<file path="src/rtl/bbc_pkg.sv">
// ----------------------------------------------------------------------------
// Bracket balance checker package
// Character codes, lexical mode codes, bracket kinds and the result word type
// shared by the checker modules.
// ----------------------------------------------------------------------------
package bbc_pkg;

    // Characters that take part in bracket and lexical tracking.
    localparam logic [7:0] CH_LPAREN  = 8'h28;
    localparam logic [7:0] CH_LBRACK  = 8'h5B;
    localparam logic [7:0] CH_LBRACE  = 8'h7B;
    localparam logic [7:0] CH_RPAREN  = 8'h29;
    localparam logic [7:0] CH_RBRACK  = 8'h5D;
    localparam logic [7:0] CH_RBRACE  = 8'h7D;
    localparam logic [7:0] CH_SQUOTE  = 8'h27;
    localparam logic [7:0] CH_DQUOTE  = 8'h22;
    localparam logic [7:0] CH_SLASH   = 8'h2F;
    localparam logic [7:0] CH_STAR    = 8'h2A;
    localparam logic [7:0] CH_NEWLINE = 8'h0A;

    // Lexical modes.
    localparam logic [2:0] MODE_NORMAL     = 3'd0;
    localparam logic [2:0] MODE_SLASH      = 3'd1;
    localparam logic [2:0] MODE_BLOCK      = 3'd2;
    localparam logic [2:0] MODE_BLOCK_STAR = 3'd3;
    localparam logic [2:0] MODE_LINE       = 3'd4;
    localparam logic [2:0] MODE_DQ         = 3'd5;
    localparam logic [2:0] MODE_SQ         = 3'd6;

    // Bracket kinds, as stored on the stack and reported as mismatch.
    localparam logic [1:0] KIND_NONE    = 2'd0;
    localparam logic [1:0] KIND_PAREN   = 2'd1;
    localparam logic [1:0] KIND_BRACKET = 2'd2;
    localparam logic [1:0] KIND_BRACE   = 2'd3;

    // Width of one stack entry.
    localparam int KIND_W = 2;

    // One result word.
    typedef struct packed {
        logic       overflow;
        logic       unclosed_at_end;
        logic [1:0] mismatch;
    } res_t;

    function automatic logic [1:0] opener_kind(input logic [7:0] c);
        logic [1:0] k;
        k = KIND_NONE;
        if (c == CH_LPAREN) k = KIND_PAREN;
        else if (c == CH_LBRACK) k = KIND_BRACKET;
        else if (c == CH_LBRACE) k = KIND_BRACE;
        return k;
    endfunction

    function automatic logic [1:0] closer_kind(input logic [7:0] c);
        logic [1:0] k;
        k = KIND_NONE;
        if (c == CH_RPAREN) k = KIND_PAREN;
        else if (c == CH_RBRACK) k = KIND_BRACKET;
        else if (c == CH_RBRACE) k = KIND_BRACE;
        return k;
    endfunction

endpackage

</file>
<file path="src/rtl/bbc_ram.sv">
// ----------------------------------------------------------------------------
// Generic RAM
// One write port and one read port, read data registered.
// ----------------------------------------------------------------------------
module bbc_ram #(
    parameter int WIDTH = 2,
    parameter int DEPTH = 256
) (
    input  logic                     aclk,
    input  logic                     wr_en,
    input  logic [$clog2(DEPTH)-1:0] wr_addr,
    input  logic [WIDTH-1:0]         wr_data,
    input  logic                     rd_en,
    input  logic [$clog2(DEPTH)-1:0] rd_addr,
    output logic [WIDTH-1:0]         rd_data
);

    logic [WIDTH-1:0] mem [DEPTH];
    logic [WIDTH-1:0] rd_data_reg;

    // Write port.
    always_ff @(posedge aclk) begin
        if (wr_en) begin
            mem[wr_addr] <= wr_data;
        end
    end

    // Registered read port; the data holds while no read is issued.
    always_ff @(posedge aclk) begin
        if (rd_en) begin
            rd_data_reg <= mem[rd_addr];
        end
    end

    assign rd_data = rd_data_reg;

endmodule

</file>
<file path="src/rtl/bbc_core.sv">
// ----------------------------------------------------------------------------
// Bracket checker core
// Lexical mode machine and opener stack. The top entry sits in a register and
// the entry below it is prefetched from the stack RAM, so pops may follow one
// another in consecutive cycles.
// ----------------------------------------------------------------------------
module bbc_core import bbc_pkg::*; #(
    parameter int STACK_DEPTH = 256
) (
    input  logic       aclk,
    input  logic       aresetn,
    input  logic       in_accept,
    input  logic [7:0] in_ch,
    input  logic       in_last,
    output res_t       res
);

    localparam int AW = $clog2(STACK_DEPTH);
    localparam int CW = $clog2(STACK_DEPTH + 1);

    logic [2:0]        mode_reg, mode_next;
    logic [CW-1:0]     count_reg, count_next;
    logic [KIND_W-1:0] tos_reg, tos_next;
    logic [KIND_W-1:0] below;

    logic              code_en;
    logic [1:0]        ok, ck, top;
    logic [CW-1:0]     count_step;
    logic [CW-1:0]     rd_addr_full;
    logic [AW-1:0]     rd_addr;
    logic              push_wr;

    // Lexical mode machine: decides whether this word is seen as code.
    always_comb begin
        mode_next = mode_reg;
        code_en   = 1'b0;
        unique case (mode_reg)
            MODE_SLASH: begin
                if (in_ch == CH_STAR) mode_next = MODE_BLOCK;
                else if (in_ch == CH_SLASH) mode_next = MODE_LINE;
                else begin
                    mode_next = MODE_NORMAL;
                    code_en   = 1'b1;
                end
            end
            MODE_BLOCK: begin
                if (in_ch == CH_STAR) mode_next = MODE_BLOCK_STAR;
            end
            MODE_BLOCK_STAR: begin
                if (in_ch == CH_SLASH) mode_next = MODE_NORMAL;
                else if (in_ch != CH_STAR) mode_next = MODE_BLOCK;
            end
            MODE_LINE: begin
                if (in_ch == CH_NEWLINE) mode_next = MODE_NORMAL;
            end
            MODE_DQ: begin
                if (in_ch == CH_DQUOTE) mode_next = MODE_NORMAL;
            end
            MODE_SQ: begin
                if (in_ch == CH_SQUOTE) mode_next = MODE_NORMAL;
            end
            default: begin
                mode_next = MODE_NORMAL;
                code_en   = 1'b1;
            end
        endcase

        // Quotes and slashes in code open a new lexical mode.
        if (code_en) begin
            if (in_ch == CH_SQUOTE) mode_next = MODE_SQ;
            else if (in_ch == CH_DQUOTE) mode_next = MODE_DQ;
            else if (in_ch == CH_SLASH) mode_next = MODE_SLASH;
        end
        if (in_last) mode_next = MODE_NORMAL;
    end

    // Stack update: push, pop with compare, end-of-text handling.
    always_comb begin
        ok          = code_en ? opener_kind(in_ch) : KIND_NONE;
        ck          = code_en ? closer_kind(in_ch) : KIND_NONE;
        count_step  = count_reg;
        tos_next    = tos_reg;
        push_wr     = 1'b0;
        top         = KIND_NONE;
        res         = '0;

        if (ok != KIND_NONE) begin
            if (count_reg != CW'(STACK_DEPTH)) begin
                push_wr    = 1'b1;
                count_step = count_reg + 1'b1;
                tos_next   = ok;
            end else begin
                res.overflow = 1'b1;
            end
        end else if (ck != KIND_NONE) begin
            if (count_reg != '0) begin
                top        = tos_reg;
                count_step = count_reg - 1'b1;
                tos_next   = below;
            end
            if (top != ck) res.mismatch = ck;
        end

        res.unclosed_at_end = in_last && (count_step != '0);
        count_next          = in_last ? '0 : count_step;

        // Prefetch the entry under the new top; unused while fewer than two.
        rd_addr_full = count_next - CW'(2);
        rd_addr      = (count_next >= CW'(2)) ? rd_addr_full[AW-1:0] : '0;
    end

    // Stack entries; a push writes at the old count and the read goes to the entry
    // under it, so the ports share an address only on a push to an empty stack.
    bbc_ram #(
        .WIDTH (KIND_W),
        .DEPTH (STACK_DEPTH)
    ) u_stack (
        .aclk    (aclk),
        .wr_en   (in_accept && push_wr),
        .wr_addr (count_reg[AW-1:0]),
        .wr_data (ok),
        .rd_en   (in_accept),
        .rd_addr (rd_addr),
        .rd_data (below)
    );

    // Control registers.
    always_ff @(posedge aclk) begin
        if (!aresetn) begin
            mode_reg  <= MODE_NORMAL;
            count_reg <= '0;
        end else if (in_accept) begin
            mode_reg  <= mode_next;
            count_reg <= count_next;
        end
    end

    // Top-of-stack register.
    always_ff @(posedge aclk) begin
        if (in_accept) begin
            tos_reg <= tos_next;
        end
    end

endmodule

</file>
<file path="config.mk">
export PLATFORM = sky130hd
export DESIGN_NAME = bbc_core
export DESIGN_NICKNAME = d
export VERILOG_FILES = /design/src/rtl/bbc_pkg.sv /design/src/rtl/bbc_ram.sv /design/src/rtl/bbc_core.sv
export SDC_FILE = /design/constraint.sdc
export NUM_CORES = 1
export LEC_CHECK = 0
export BUFFER_PORTS_ARGS = -buffer_cell sky130_fd_sc_hd__buf_4
export CAP_MARGIN = 15
export CORE_MARGIN = 2
export CORE_UTILIZATION = 38
export DETAILED_ROUTE_END_ITERATION = 10
export PLACE_DENSITY = 0.51
export SYNTH_ARGS = -nofsm -noshare
export SYNTH_HDL_FRONTEND = slang
export SYNTH_HIERARCHICAL = 1
export SYNTH_SLANG_ARGS = --single-unit
</file>
<file path="constraint.sdc">
create_clock -name aclk -period 8 [get_ports aclk]
set_input_delay 0.4 -clock aclk [delete_from_list [all_inputs] [get_ports aclk]]
set_output_delay 0.4 -clock aclk [all_outputs]
set_load 0.05 [all_outputs]
</file>
==> results of run 1 <==
-- final timing paths --
path / startpoint / end / slack, ns
worst max-delay path: count_reg[0] / u_stack/rd_data[0] / 1.52
worst min-delay path: aresetn / mode_reg[2] / 0.10
worst max register to register: count_reg[0] / u_stack/rd_data[0] / 1.52
worst min register to register: count_reg[8] / count_reg[8] / 0.62
-- through the flow --
step / total power [mW] / utilization, % / setup slack (ns) / cells / area (sq um)
4_1_cts: 5.39 / 42.3 / 1.56 / 2281 / 25500
3_3_place_gp: 3.08 / 39.6 / 1.59 / 2188 / 23900
2_1_floorplan: 3.07 / - / 2.63 / 1466 / 23100
3_5_place_dp: 3.08 / 39.6 / 1.62 / 2188 / 23900
6_report: 5.34 / 42.3 / 1.52 / 2281 / 25500
5_1_grt: 5.51 / 42.3 / 1.16 / 2281 / 25500
-- cell usage in the layout (no fill, tap or decap), types with 9 or more instances in the layout --
cell,count
nor3_1,10
a21oi_1,19
clkbuf_1,9
nand3_1,38
clkinv_1,12
dfxtp_1,12
o21ai_1,9
a22o_1,9
mux4_2,82
clkbuf_16,53
o21ai_0,25
mux2i_1,66
nand4_1,15
mux4_1,20
edfxtp_1,516
o221ai_1,16
buf_4,41
nand2_1,38
nor2b_1,20
inv_1,12
a211oi_1,12
clkinv_2,11
nor2_1,284
-- final cells by class --
class | count | area, sq um
multi-input cells | 817 | 6720
fillers | 5401 | 34800
clock buffers | 62 | 1360
flip-flops and latches | 528 | 15700
well taps | 782 | 978
clock inverters | 31 | 225
inverters | 16 | 65.1
repair buffers | 45 | 388
-- per-layer routing --
metal | track usage (%) | vias to the layer above
li1 | - | 5751
met1 | 27.2 | 6935
met2 | 30.2 | 387
met3 | 3.72 | 71
met4 | 4.48 | 2
met5 | 0 | -
-- kinds of logic after synthesis --
group | after synthesis | synth area share, %
multiplexers | 176 | 13.5
XOR/XNOR | 11 | 0.611
buffers and inverters | 121 | 3.24
flip-flops | 528 | 68.0
AND/OR/NAND/NOR | 456 | 8.95
AO/OA/AOI/OAI | 171 | 5.55
adder cells (fa/ha/maj) | 3 | 0.162
-- power breakdown --
part / internal [mW] / leakage [nW] / switching (mW)
combinational: 0.00918 / 1.91 / 0.0196
sequential: 2.99 / 5.87 / 0.000483
clock: 1.28 / 0.775 / 1.04
==> metrics.csv, run 1 <==
stage;metric;value;unit
cts;ctsHoldBuffers;0;
timing;slew_viol_final;0;
global_route;grt_pass1_vias;13165;
synth;async_reset_ff_share;0;%
floorplan;row_count;90;
power;p_per_area;210;nW/um^2
cts;clkSinkCount;528;
route;drt_pass1_iterations;5;
route;drt-met1-wl;26.7;mm
cts;insertion_delay;0.61;ns
cells_and_area;drive_gt1_share;16.8;%
setup_path;cpPeakStageDelay;0.67;ns
route;drt_drc_violations_left;0;
hold_path;hold_class;in -> reg;
timing;worstMarginPinSlew;1.19;ns
place;dp_hpwl;35.4;mm
synth;synth_ff_type;edfxtp_1;
synth;ys_types;93;
global_route;grt_overflow;0;
synth;syn_area;23100;sq um
job;max_cap_viol_count;0;
synth;yosysSeqAreaShare;68.0;%
cts;numCtsBuffers;53;
synth;syn_nets;1481;
power;leakagePower;8.55;nW
synth;synth_edf_count;516;
floorplan;die_area;62900;sq um
timing;max-slew-margin-rel;20.8;%
route;detail_route.wl_per_cell;26.0;um
setup_path;ff2ff_path_depth;20;
synth;synthDominantCellAreaShare;67.0;%
floorplan;ios;16;
setup_path;arrival;6.82;ns
floorplan;coreArea;60200;sq um
setup_path;critical_path_class;reg -> reg;
cells_and_area;nets;1476;
floorplan;initial_core_util;38.4;%
setup_path;start_kind;register;
synth;synth_warnings;6;
global_route;antenna_found_initial;1;
route;wl_met3;3.62;mm
route;topRoutingLayerUsed;met5;
setup_path;cp_max_fo;64;
setup_path;worst-path-stages;20;
synth;ys_ff_latch;528;
cts;cts_root_buf;clkbuf_16;
cts;ctsLongestPathBuffers;3;
timing;min_period_over_period;81.0;%
timing;layout_min_cycle_time;6.48;ns
cells_and_area;insertedDiodeCount;0;
setup_path;critPathTopFamily;compound AO/OA/AOI/OAI gates;
route;wl_met2;28.0;mm
synth;ys_top_cells_by_count;edfxtp_1 (516), nor2_1 (284), mux4_2 (82);
route;vias_per_cell;5.76;
synth;synth_top_area_cell;edfxtp_1;
synth;yosys.cell_count.top_type;edfxtp_1;
global_route;grt_usage;19.1;%
cts;cts.clk_slew.worst_paths;0.07;ns
global_route;grt_max_degree;169;
cells_and_area;area_delta_synth_final;10.1;%
cts;htree_levels;2;
place;place.gp.congestion;0.807;
timing;hold_viol;0;
timing;hold_ws;0.102;ns
timing;max_freq;154;MHz
run_status;status;completed;
cts;cts-resized-gates;0;
hold_path;holdPathStages;2;
route;wl;59.4;mm
route;drt_iter0_drc;1309;
setup_path;crit_slowest_cell;a211oi_4;
cells_and_area;largest_reg_flops;512;
floorplan;die_w;251;um
route;route.vias.total;13146;
place;portBuffers;15;
setup_path;end_kind;register;
cts;cts_tree;built;
synth;synth_cells;1466;
synth;avgSynthCellArea;15.8;sq um
cts;cts_setup_buffers;0;
setup_path;worst-endpoint-required;8.34;ns
timing;skew;0.0226;ns
floorplan;die_y;251;um
power;max-vdd-ir-drop;0.154;mV
timing;final.setup.tns;0;ns
route;antenna_left;0;
setup_path;path_buf_inv;3;
timing;rsz0062_at_grt;no;
global_route;grt_pass1_wl;88.3;mm
synth;synth_area_leaders;edfxtp_1 (67%), mux4_2 (8.0%), nor2_1 (4.6%);
timing;setup_viol;0;
setup_path;path_cells;inv_1 > ha_1 > or3b_4 > or3_1 > a21o_1 > nand2_1 > a22oi_1 > nor2_1 > inv_1 > ha_1 > o21ai_2 > nor3_4 > a211oi_4 > buf_12 > mux4_2 > a22o_1 > a211oi_1 > o31ai_1 > o22ai_1 > a211oi_2;
Power figures use the tool's default switching activity.
==> inputs of run 2 (changes only) <==
==> constraint.sdc (replaced) <==
create_clock -name aclk -period 6.7 [get_ports aclk]
set_input_delay 0.335 -clock aclk [delete_from_list [all_inputs] [get_ports aclk]]
set_output_delay 0.335 -clock aclk [all_outputs]
set_load 0.05 [all_outputs]
==> run 2 against run 1 <==
Net effect:
- first-iteration DRC count fell by 0.53%
- critical path depth decreased by 1
- utilization is 0.46 points higher
- sequential power up 19%
- sequential share of layout area fell by 0.66 points
- non-clock buffer count is 17 higher
- wire length increased by 1.2%
- total power increased by 23%
- die area is the same
- clock skew shrank 0.0059 ns
- register-to-register slack worse by 0.84 ns
- count of clock-buffer cells in the layout up 6
- largest power group unchanged
==> metrics.csv, run 2 (synthesis results as in run 1) <==
stage;metric;value;unit
run_status;status;completed;
floorplan;coreArea;60200;sq um
global_route;antenna_found_initial;1;
setup_path;arrival;6.36;ns
setup_path;crit_slowest_cell;or4_4;
cts;clkSinkCount;528;
place;place_ws;0.743;ns
setup_path;cpPeakStageDelay;0.61;ns
cts;cts_tree;built;
power;p_per_area;254;nW/um^2
cts;cts.clk_slew.worst_paths;0.06;ns
cells_and_area;final_common_cell;edfxtp_1;
place;dp_hpwl;35.9;mm
cts;cts_setup_buffers;0;
cells_and_area;final_cell_count_no_fill;2304;
route;route.vias.total;13170;
setup_path;critical_path_class;reg -> reg;
floorplan;initial_core_util;38.4;%
global_route;grt_pass1_vias;13316;
cts;ctsLongestPathBuffers;3;
global_route;grt_max_degree;256;
timing;min_period_over_period;89.9;%
route;detail_route.wl_per_cell;26.1;um
cts;cts_root_buf;clkbuf_16;
global_route;grt_usage;19.3;%
route;antenna_left;0;
setup_path;end_kind;register;
hold_path;hold_class;in -> reg;
cts;insertion_delay;0.60;ns
setup_path;worst-endpoint-required;7.04;ns
floorplan;row_count;90;
route;wl;60.1;mm
cts;ctsHoldBuffers;0;
power;max-vdd-ir-drop;0.161;mV
cells_and_area;insertedDiodeCount;0;
cells_and_area;nets;1494;
cts;numCtsBuffers;54;
floorplan;die_y;251;um
cells_and_area;num-fill-cells;5313;
route;drt_pass1_iterations;6;
route;drt_drc_violations_left;0;
place;portBuffers;15;
route;vias_per_cell;5.72;
timing;worstMarginPinSlew;1.19;ns
setup_path;path_cells;or4_4 > or3_1 > a21o_1 > nand2_1 > a22oi_1 > nor2_1 > inv_1 > ha_1 > o21ai_2 > nor3_4 > a211oi_4 > buf_4 > buf_12 > mux4_1 > mux4_2 > nand3_1 > o21ai_0 > o22ai_1 > a211oi_2;
cts;cts-resized-gates;0;
power;leakagePower;8.69;nW
timing;max-slew-margin-rel;20.9;%
timing;final.setup.tns;0;ns
timing;rsz0062_at_grt;no;
timing;layout_min_cycle_time;6.02;ns
floorplan;die_area;62900;sq um
cells_and_area;drive_gt1_share;18.0;%
place;place.gp.congestion;0.818;
job;max_cap_viol_count;0;
place;dp.cells;2204;
timing;hold_viol;0;
cells_and_area;layout_common_cells;edfxtp_1 (516), nor2_1 (284), mux4_2 (82);
global_route;grt_pass1_wl;89.0;mm
timing;max_freq;166;MHz
timing;skew;0.0166;ns
floorplan;die_w;251;um
cells_and_area;largest_reg_flops;512;
floorplan;ios;16;
cells_and_area;area_delta_synth_final;11.3;%
timing;fin_ws;0.678;ns
setup_path;start_kind;register;
timing;setup_viol;0;
timing;slew_viol_final;0;
global_route;grt_overflow;0;
cts;htree_levels;2;
route;drt_iter0_drc;1302;
setup_path;cp_max_fo;46;
run 2: final timing paths:
path	startpoint	to	slack [ns]	cells past startpoint
min	aresetn	mode_reg[2]	0.05	2
max reg2reg	count_reg[6]	u_stack/rd_data[0]	0.68	19
max	count_reg[6]	u_stack/rd_data[0]	0.68	19
min reg2reg	count_reg[8]	count_reg[8]	0.63	2
run 2: final cells by class:
type	instances	area [sq um]	area share (%)
multi-input cells	817	6720	26.1
clock buffers	68	1400	5.45
repair buffers	62	544	2.11
flip-flops and latches	528	15700	61.1
clock inverters	31	300	1.17
well taps	782	978	3.80
inverters	16	65.1	0.253
run 2: metrics by stage:
stage	power (mW)	area, sq um	util, %	hold slack [ns]
floorplan	3.66	23100	-	0.447
global placement	3.68	24000	39.9	0.581
detailed placement	3.68	24000	39.9	0.603
CTS	6.62	25700	42.7	0.00921
global route	6.74	25700	42.7	0.0315
finish	6.55	25700	42.7	0.0469
run 2: critical path, delay by kind of cell, from the launching register on:
kind	cells	cell delay [ns]
muxes	2	1.15
DFF	1	0.43
and+or+nand+nor	6	1.91
AOI/OAI and AO/OA	7	1.35
adders and majority gates	1	0.24
buffers and inverters	3	0.64
run 2: report_power, final:
group	leakage, nW	internal [mW]	switching [mW]
registers	5.87	3.57	0.000478
clock network	0.827	1.68	1.26
logic	2.00	0.0111	0.0235
run 2: per-layer routing:
layer / share of wire, % / vias up / GRT usage (%)
met2: 48 / 392 / 31.3
met3: 5.2 / 97 / 2.66
met1: 44 / 6876 / 26.9
li1: - / 5805 / -
met4: 2.9 / 0 / 6.31
met5: 0 / - / 0
